## src/rtl/core/sbsm_pkg.sv

```systemverilog
// Package: shared types, constants and window functions for the serial bank switch mapper.
package sbsm_pkg;

    localparam int unsigned ADDR_W      = 16;
    localparam int unsigned OFFSET_W    = 17;
    localparam int unsigned PRG_BANK_W  = 4;
    localparam int unsigned CHR_BANK_W  = 5;
    localparam int unsigned LOAD_W      = 5;
    localparam int unsigned LOG2_W      = 3;
    localparam int unsigned PADDR_W     = 3;

    localparam logic [LOAD_W-1:0]     LOAD_MARKER   = 5'h10;
    localparam logic [LOAD_W-1:0]     PRG_MODE_BITS = 5'h0C;
    localparam logic [PRG_BANK_W-1:0] PRG_LAST_BANK = 4'hF;
    localparam logic [LOG2_W-1:0]     PRG_LOG2_CAP  = 3'd4;
    localparam logic [LOG2_W-1:0]     CHR_LOG2_CAP  = 3'd5;
    localparam logic [LOG2_W-1:0]     PRG_LOG2_RST  = 3'd4;
    localparam logic [LOG2_W-1:0]     CHR_LOG2_RST  = 3'd5;

    typedef enum logic [1:0] {
        REGION_CHR  = 2'd0,
        REGION_PRG  = 2'd1,
        REGION_WRAM = 2'd2,
        REGION_NONE = 2'd3
    } region_t;

    typedef enum logic [1:0] {
        SEL_CONTROL = 2'd0,
        SEL_CHR_LOW = 2'd1,
        SEL_CHR_HIGH = 2'd2,
        SEL_PRG     = 2'd3
    } reg_sel_t;

    typedef enum logic [0:0] {
        CFG_PRG_LOG2 = 1'b0,
        CFG_CHR_LOG2 = 1'b1
    } cfg_index_t;

    typedef struct packed {
        logic [PRG_BANK_W-1:0] prg_win0;
        logic [PRG_BANK_W-1:0] prg_win1;
        logic [CHR_BANK_W-1:0] chr_win0;
        logic [CHR_BANK_W-1:0] chr_win1;
    } windows_t;

    typedef struct packed {
        region_t             region;
        logic [OFFSET_W-1:0] mem_offset;
        logic                mem_write;
    } access_t;

    function automatic windows_t calc_windows(
        input logic [LOAD_W-1:0]     ctrl,
        input logic [PRG_BANK_W-1:0] prg_sel,
        input logic [CHR_BANK_W-1:0] chr_low,
        input logic [CHR_BANK_W-1:0] chr_high
    );
        windows_t w;
        case (ctrl[3:2])
            2'd2: begin
                w.prg_win0 = '0;
                w.prg_win1 = prg_sel;
            end
            2'd3: begin
                w.prg_win0 = prg_sel;
                w.prg_win1 = PRG_LAST_BANK;
            end
            default: begin
                w.prg_win0 = {prg_sel[PRG_BANK_W-1:1], 1'b0};
                w.prg_win1 = {prg_sel[PRG_BANK_W-1:1], 1'b1};
            end
        endcase
        if (ctrl[4]) begin
            w.chr_win0 = chr_low;
            w.chr_win1 = chr_high;
        end else begin
            w.chr_win0 = {chr_low[CHR_BANK_W-1:1], 1'b0};
            w.chr_win1 = {chr_low[CHR_BANK_W-1:1], 1'b1};
        end
        return w;
    endfunction

    function automatic logic [PRG_BANK_W-1:0] prg_mask(input logic [LOG2_W-1:0] l);
        logic [PRG_BANK_W:0] one_hot;
        one_hot = '0;
        if (l >= PRG_LOG2_CAP) begin
            return '1;
        end
        one_hot[l[1:0]] = 1'b1;
        return PRG_BANK_W'(one_hot - 1'b1);
    endfunction

    function automatic logic [CHR_BANK_W-1:0] chr_mask(input logic [LOG2_W-1:0] l);
        logic [CHR_BANK_W:0] one_hot;
        one_hot = '0;
        if (l >= CHR_LOG2_CAP) begin
            return '1;
        end
        one_hot[l] = 1'b1;
        return CHR_BANK_W'(one_hot - 1'b1);
    endfunction

endpackage

```

## src/rtl/core/sbsm_loader.sv

```systemverilog
// Serial load register, mapper registers and bank window registers.
module sbsm_loader (
    input  logic                              aclk,
    input  logic                              aresetn,
    input  logic                              wr_en,
    input  logic [1:0]                        wr_sel,
    input  logic                              wr_reset_bit,
    input  logic                              wr_data_bit,
    output sbsm_pkg::windows_t                windows,
    output logic [1:0]                        mirror_next
);

    logic [sbsm_pkg::LOAD_W-1:0]     load_shift_reg, load_shift_next;
    logic [sbsm_pkg::LOAD_W-1:0]     control_reg, control_next;
    logic [sbsm_pkg::CHR_BANK_W-1:0] chr_low_reg, chr_low_next;
    logic [sbsm_pkg::CHR_BANK_W-1:0] chr_high_reg, chr_high_next;
    logic [sbsm_pkg::PRG_BANK_W-1:0] prg_sel_reg, prg_sel_next;
    sbsm_pkg::windows_t              windows_reg, windows_next;
    logic [sbsm_pkg::LOAD_W-1:0]     shifted;
    logic                            update;

    always_comb begin
        load_shift_next = load_shift_reg;
        control_next    = control_reg;
        chr_low_next    = chr_low_reg;
        chr_high_next   = chr_high_reg;
        prg_sel_next    = prg_sel_reg;
        update          = 1'b0;
        shifted         = {wr_data_bit, load_shift_reg[sbsm_pkg::LOAD_W-1:1]};
        if (wr_en) begin
            if (wr_reset_bit) begin
                load_shift_next = sbsm_pkg::LOAD_MARKER;
                control_next    = control_reg | sbsm_pkg::PRG_MODE_BITS;
                update          = 1'b1;
            end else if (load_shift_reg[0]) begin
                load_shift_next = sbsm_pkg::LOAD_MARKER;
                update          = 1'b1;
                case (sbsm_pkg::reg_sel_t'(wr_sel))
                    sbsm_pkg::SEL_CONTROL:  control_next  = shifted;
                    sbsm_pkg::SEL_CHR_LOW:  chr_low_next  = shifted;
                    sbsm_pkg::SEL_CHR_HIGH: chr_high_next = shifted;
                    sbsm_pkg::SEL_PRG:      prg_sel_next  = shifted[sbsm_pkg::PRG_BANK_W-1:0];
                    default:                prg_sel_next  = prg_sel_reg;
                endcase
            end else begin
                load_shift_next = shifted;
            end
        end
        windows_next = update ?
            sbsm_pkg::calc_windows(control_next, prg_sel_next, chr_low_next, chr_high_next) :
            windows_reg;
    end

    always_ff @(posedge aclk) begin
        if (!aresetn) begin
            load_shift_reg       <= sbsm_pkg::LOAD_MARKER;
            control_reg          <= '0;
            chr_low_reg          <= '0;
            chr_high_reg         <= '0;
            prg_sel_reg          <= '0;
            windows_reg.prg_win0 <= '0;
            windows_reg.prg_win1 <= sbsm_pkg::PRG_LAST_BANK;
            windows_reg.chr_win0 <= '0;
            windows_reg.chr_win1 <= '0;
        end else begin
            load_shift_reg <= load_shift_next;
            control_reg    <= control_next;
            chr_low_reg    <= chr_low_next;
            chr_high_reg   <= chr_high_next;
            prg_sel_reg    <= prg_sel_next;
            windows_reg    <= windows_next;
        end
    end

    assign windows     = windows_reg;
    assign mirror_next = control_next[1:0];

    // the load register never loses its marker bit
    a_marker_present: assert property (@(posedge aclk) disable iff (!aresetn)
        load_shift_reg != '0)
        else $error("load register lost its marker");

    // a reset write forces program mode 3 on the next cycle
    a_reset_mode: assert property (@(posedge aclk) disable iff (!aresetn)
        wr_en && wr_reset_bit |=> control_reg[3:2] == 2'b11
            && load_shift_reg == sbsm_pkg::LOAD_MARKER)
        else $error("reset write did not force program mode");

    // a plain shift without completion leaves the windows alone
    a_windows_hold: assert property (@(posedge aclk) disable iff (!aresetn)
        !update |=> $stable(windows_reg))
        else $error("windows changed without a register update");

endmodule

```

## src/rtl/core/sbsm_decode.sv

```systemverilog
// Address decode: region, memory offset and store strobe of one access.
module sbsm_decode (
    input  logic                             action,
    input  logic [sbsm_pkg::ADDR_W-1:0]      addr,
    input  sbsm_pkg::windows_t               windows,
    input  logic [sbsm_pkg::LOG2_W-1:0]      prg_log2,
    input  logic [sbsm_pkg::LOG2_W-1:0]      chr_log2,
    output sbsm_pkg::access_t                access
);

    logic [sbsm_pkg::CHR_BANK_W-1:0] chr_bank;
    logic [sbsm_pkg::PRG_BANK_W-1:0] rom_bank;

    always_comb begin
        chr_bank = (addr[12] ? windows.chr_win1 : windows.chr_win0) & sbsm_pkg::chr_mask(chr_log2);
        rom_bank = (addr[14] ? windows.prg_win1 : windows.prg_win0) & sbsm_pkg::prg_mask(prg_log2);
        access.region     = sbsm_pkg::REGION_NONE;
        access.mem_offset = '0;
        access.mem_write  = 1'b0;
        if (addr[15:13] == 3'b000) begin
            access.region     = sbsm_pkg::REGION_CHR;
            access.mem_offset = {chr_bank, addr[11:0]};
            access.mem_write  = action;
        end else if (addr[15]) begin
            if (!action) begin
                // offset keeps its low 17 bits
                access.region     = sbsm_pkg::REGION_PRG;
                access.mem_offset = {rom_bank[2:0], addr[13:0]};
            end
        end else if (addr[14:13] == 2'b11) begin
            access.region     = sbsm_pkg::REGION_WRAM;
            access.mem_offset = {4'b0000, addr[12:0]};
            access.mem_write  = action;
        end
    end

endmodule

```

## src/rtl/core/serial_bank_switch_mapper.sv

```systemverilog
// Top level of the serial bank switch mapper: stream ports, config port, result register.
//
// Usage: each transfer on the s_ channel is one bus access (read or write, address,
// data byte). Every access yields exactly one result transfer on the m_ channel with
// the target region, the byte offset into that memory, a store strobe and the
// current mirroring mode. Writes at 0x8000 and above feed the serial load register
// and return region "none".
// The result is registered: it appears on m_tdata in the cycle after the input transfer.
// Throughput: one access per cycle if m_tready keeps up; the mapper state is updated
// in the same cycle the access is taken, so consecutive accesses see each other's
// register writes. The single result register is the only buffer: s_tready is
// high while it is empty or being drained, so a stalled receiver holds the input
// after one item. Reset (aresetn low, synchronous) empties the result register,
// restores the load marker, clears all bank registers, points program window 1 at
// the last bank and sets the bank counts to 16 program and 32 character banks.
// The APB port sets the bank counts; write it only while the block is idle.
module serial_bank_switch_mapper (
    input  logic                            aclk,
    input  logic                            aresetn,
    input  logic                            s_tvalid,
    output logic                            s_tready,
    input  logic [31:0]                     s_tdata,  // action, addr[15:0], data[7:0]
    output logic                            m_tvalid,
    input  logic                            m_tready,
    output logic [23:0]                     m_tdata,  // region[1:0], mem_offset[16:0], mem_write, mirror[1:0]
    input  logic                            psel,
    input  logic                            penable,
    input  logic                            pwrite,
    input  logic [sbsm_pkg::PADDR_W-1:0]    paddr,
    input  logic [31:0]                     pwdata,
    output logic [31:0]                     prdata,
    output logic                            pready
);

    logic                              in_accept;
    logic                              action;
    logic [sbsm_pkg::ADDR_W-1:0]       addr;
    logic [7:0]                        data;
    logic                              m_valid_reg, m_valid_next;
    logic [23:0]                       m_data_reg, m_data_next;
    logic [sbsm_pkg::LOG2_W-1:0]       prg_log2_reg, chr_log2_reg;
    logic                              cfg_write;
    sbsm_pkg::cfg_index_t              cfg_idx;
    sbsm_pkg::windows_t                windows;
    sbsm_pkg::access_t                 access;
    logic [1:0]                        mirror_next;

    assign action    = s_tdata[0];
    assign addr      = s_tdata[16:1];
    assign data      = s_tdata[24:17];
    assign s_tready  = !m_valid_reg || m_tready;
    assign in_accept = s_tvalid && s_tready;

    sbsm_loader u_loader (
        .aclk         (aclk),
        .aresetn      (aresetn),
        .wr_en        (in_accept && action && addr[15]),
        .wr_sel       (addr[14:13]),
        .wr_reset_bit (data[7]),
        .wr_data_bit  (data[0]),
        .windows      (windows),
        .mirror_next  (mirror_next)
    );

    sbsm_decode u_decode (
        .action   (action),
        .addr     (addr),
        .windows  (windows),
        .prg_log2 (prg_log2_reg),
        .chr_log2 (chr_log2_reg),
        .access   (access)
    );

    always_comb begin
        m_valid_next = m_valid_reg;
        m_data_next  = m_data_reg;
        if (in_accept) begin
            m_valid_next = 1'b1;
            m_data_next  = {2'b00, mirror_next, access.mem_write, access.mem_offset,
                            access.region};
        end else if (m_tready) begin
            m_valid_next = 1'b0;
        end
    end

    always_ff @(posedge aclk) begin
        if (!aresetn) begin
            m_valid_reg <= 1'b0;
        end else begin
            m_valid_reg <= m_valid_next;
        end
    end

    always_ff @(posedge aclk) begin
        m_data_reg <= m_data_next;
    end

    assign m_tvalid = m_valid_reg;
    assign m_tdata  = m_data_reg;

    // configuration registers
    assign pready    = 1'b1;
    assign cfg_write = psel && penable && pwrite && pready;
    assign cfg_idx   = sbsm_pkg::cfg_index_t'(paddr[2]);

    always_ff @(posedge aclk) begin
        if (!aresetn) begin
            prg_log2_reg <= sbsm_pkg::PRG_LOG2_RST;
            chr_log2_reg <= sbsm_pkg::CHR_LOG2_RST;
        end else if (cfg_write) begin
            case (cfg_idx)
                sbsm_pkg::CFG_PRG_LOG2: prg_log2_reg <= pwdata[sbsm_pkg::LOG2_W-1:0];
                sbsm_pkg::CFG_CHR_LOG2: chr_log2_reg <= pwdata[sbsm_pkg::LOG2_W-1:0];
                default:                prg_log2_reg <= prg_log2_reg;
            endcase
        end
    end

    always_comb begin
        case (cfg_idx)
            sbsm_pkg::CFG_PRG_LOG2: prdata = {29'd0, prg_log2_reg};
            sbsm_pkg::CFG_CHR_LOG2: prdata = {29'd0, chr_log2_reg};
            default:                prdata = '0;
        endcase
    end

    // an accepted access always makes the result valid in the next cycle
    a_accept_result: assert property (@(posedge aclk) disable iff (!aresetn)
        in_accept |=> m_valid_reg)
        else $error("accepted access produced no result");

    // program ROM and unmapped accesses never store
    a_store_region: assert property (@(posedge aclk) disable iff (!aresetn)
        m_valid_reg && m_data_reg[19] |->
            (m_data_reg[1:0] == sbsm_pkg::REGION_CHR || m_data_reg[1:0] == sbsm_pkg::REGION_WRAM))
        else $error("store strobe outside writable memory");

    // region none carries a zero offset
    a_none_offset: assert property (@(posedge aclk) disable iff (!aresetn)
        m_valid_reg && m_data_reg[1:0] == sbsm_pkg::REGION_NONE |-> m_data_reg[18:2] == '0)
        else $error("nonzero offset on unmapped access");

endmodule

```

## config.mk

```make
export PLATFORM = sky130hd
export DESIGN_NAME = serial_bank_switch_mapper
export DESIGN_NICKNAME = d
export VERILOG_FILES = /design/src/rtl/core/sbsm_pkg.sv /design/src/rtl/core/sbsm_loader.sv /design/src/rtl/core/sbsm_decode.sv /design/src/rtl/core/serial_bank_switch_mapper.sv
export SDC_FILE = /design/constraint.sdc
export NUM_CORES = 1
export LEC_CHECK = 0
export ABC_CLOCK_PERIOD_IN_PS = 2300
export BUFFER_PORTS_ARGS = -buffer_cell sky130_fd_sc_hd__buf_2
export CAP_MARGIN = 10
export CORE_AREA = 2 2 88 90
export CTS_CLUSTER_DIAMETER = 60
export DETAILED_ROUTE_END_ITERATION = 16
export DIE_AREA = 0 0 90 92
export GPL_TIMING_DRIVEN = 0
export PLACE_DENSITY = 0.78
export RECOVER_POWER = 100
export SLEW_MARGIN = 25
export SYNTH_ARGS = -nofsm -noshare
export SYNTH_HDL_FRONTEND = slang
export SYNTH_HIERARCHICAL = 1
export SYNTH_SLANG_ARGS = --single-unit
export TNS_END_PERCENT = 30
```

## constraint.sdc

```tcl
create_clock -name aclk -period 2.3 [get_ports aclk]
set_input_delay 0.115 -clock aclk [delete_from_list [all_inputs] [get_ports aclk]]
set_output_delay 0.115 -clock aclk [all_outputs]
set_load 0.02 [all_outputs]
```

==> summary.md <==
| Metric | Value |
|---|---|
| Status | `finished clean` |
| Vias in the first global route | `2,383` |
| Initial antenna violation count | `0` |
| Max_slew headroom | `14.79%` |
| # Post-CTS Setup Buffers | `0` |
| Post-cts resize count | `0` |
| Ports | `133` |
| Clock insertion delay at the later pin of the skew report | `340 ps` |
| Congestion Overflow GR | `0` |
| Post-DP HPWL | `5047 um` |
| Drt wl/cell | `12.94 um` |
| Flop2flop setup slack | `250 ps` |
| Initial Util | `45.63%` |
| DRT antenna net count | `0` |
| Final setup TNS | `0 ps` |
| Final Setup Violations | `0` |
| Inserted Diodes | `0` |
| Via count | `2,550` |
| First-pass GRT wire length | `11,120 um` |
| DR DRC count | `0` |
| Die Wd | `90 um` |
| Worst r2r dst | `m_tdata[21]` |
| Port Buffers | `54` |
| Vias per cell | `4.857` |
| Gr usage total | `16.87%` |
| Crit Path Max Fanout | `9` |
| Max reg flops | `22` |
| Sum of buffers and inverters on the critical path | `2` |
| Hold Fails Final Rpt | `0` |
| RSZ-0062 raised after global routing | `no` |
| WL final | `6796 um` |
| Area growth, synth to finish | `17.71%` |
| Pin count of the biggest net entering global routing | `23` |
| F_max | `487.5 MHz` |
| H-tree levels | `3` |
| Critical path, cell by cell | `nand2b_1 > and4_1 > and3b_1 > buf_6 > nand2_1 > mux2_1 > clkbuf_4` |
| Setup CP Type | `reg -> reg` |
| Worst hold path class | `in -> reg` |
| Post-synth design cell area | `0.003398 sq mm` |
| Die Y | `92 um` |
| Delay-heaviest family, CP | `simple AND/OR/NAND/NOR gates` |
| Syn Inst Count | `323` |
| Slowest cell on the critical path | `and4_1` |
| CP max stage delay | `420 ps` |
| Max-cap viol count | `0` |
| Fin crit period | `2051 ps` |
| First-pass detailed-route iteration total | `4` |
| Worst r2r src | `m_tvalid` |
| CTS tree | `done` |
| Syn Area/Cell | `10.52 sq um` |
| Synth warnings | `6` |
| Clk sink count | `68` |
| VDD IR-drop max | `0.3682 mV` |
| Initial DRC Count | `127` |
| Fin crit share | `89.19%` |
| Core area | `0.007447 sq mm` |
| Clock slew at reported path FFs | `70 ps` |
| Static Leak | `1.715 nW` |
| Root buf cell | `clkbuf_8` |
| Required @ worst endpoint | `2390 ps` |
| CP startpoint kind | `flip-flop` |
| Final #Nets | `492` |
| Worst Tran Pin Value | `1277 ps` |
| CP arrival | `2150 ps` |
| Pwr Density | `666.0 mW/mm^2` |
| Hold buffers post-CTS | `0` |
| Die area | `0.008280 sq mm` |
| Final Max Tran Viols | `0` |
| Crit path capture | `m_tdata[21]` |
| Share of cells above drive strength 1 | `26.48%` |
| Pwr Total | `2.664 mW` |
| TritonCTS Buffers | `9` |
| Clock Path Buffers | `2` |
| CP Capture Type | `flip-flop` |
| CP startpoint | `m_tvalid` |
| Clk_skew | `9.379 ps` |
| WP depth | `7` |
| Routability cong. | `0.8453` |
| Reg2Reg Depth | `7` |
| # rows | `32` |
-- worst reg2reg max path, delay by kind of cell, from the launching register on --
| family | cells | cell delay [ps] |
|---|---|---|
| multiplexers | 1 | 360 |
| AND/OR/NAND/NOR | 4 | 880 |
| buffers and inverters | 2 | 280 |
| flip-flops | 1 | 310 |
-- worst min path at each step --
stage	startpoint	endpoint	slack, ps	cells past startpoint
global placement	s_tvalid	m_tvalid	380	3
finish	s_tvalid	m_tvalid	40	3
detailed placement	s_tvalid	m_tvalid	390	3
floorplan	s_tdata[17]	u_loader/load_shift_reg[4]	240	2
CTS	pwdata[0]	prg_log2_reg[0]	20	3
global route	s_tvalid	m_tvalid	40	3
-- cell type report --
| type | count | area [sq um] |
|---|---|---|
| clock buffers | 9 | 123.9 |
| inverters | 4 | 15.01 |
| plain buffers | 50 | 354.1 |
| flip-flops and latches | 68 | 1582 |
| multi-input cells | 231 | 1471 |
| well taps | 102 | 127.6 |
| repair buffers | 54 | 235.2 |
| clock inverters | 7 | 91.34 |
| fillers | 695 | 3447 |
-- where the power goes --
| group | switching (mW) | total, mW | internal (mW) | leakage [nW] |
|---|---|---|---|---|
| clock network | 0.449 | 1.06 | 0.606 | 0.111 |
| logic | 0.196 | 0.314 | 0.117 | 1.01 |
| registers | 0.0143 | 1.30 | 1.28 | 0.590 |
| total | 0.660 | 2.66 | 2.00 | 1.72 |
-- placed cells by master (no fill, tap or decap), types with 3 or more instances in the layout --
cell and instances:
inv_1 3, edfxtp_1 22, mux2_2 4, and3_1 4, o31ai_1 4, o21ai_0 11
conb_1 32, dfxtp_1 46, nand4_1 4, nand2b_1 6, buf_2 27, and2_0 5
o211ai_1 3, o21ai_1 4, nand3_1 11, and2_2 11, nor2b_1 6, clkbuf_8 9
a21oi_1 9, o21a_1 3, nor3_1 5, a31o_1 3, buf_4 39, nand2_1 16
nor2_1 22, a31oi_1 6, mux2i_1 19, clkbuf_1 34, a21boi_0 3
-- layer usage --
metal | track usage (%) | vias to the layer above | part of all wire (%)
li1 | - | 1282 | -
met1 | 22.11 | 1158 | 46
met2 | 26.94 | 106 | 45
met3 | 4.766 | 4 | 7.9
met4 | 5.769 | 0 | 0.93
met5 | 0 | - | 0
-- through the flow --
stage               utilization, %  hold WS, ps  setup slack, ps  instance area (sq um)  instances
detailed placement           52.49        386.3            366.9                   3909        509
CTS                          55.38        23.38            359.3                   4124        525
global route                 53.71        44.02            130.8                   4000        525
global placement             52.49        376.7            391.9                   3909        509
floorplan                        -        242.4            269.9                   3511        353
finish                       53.71        39.50            248.7                   4000        525
(Power assumes the default switching activity.)
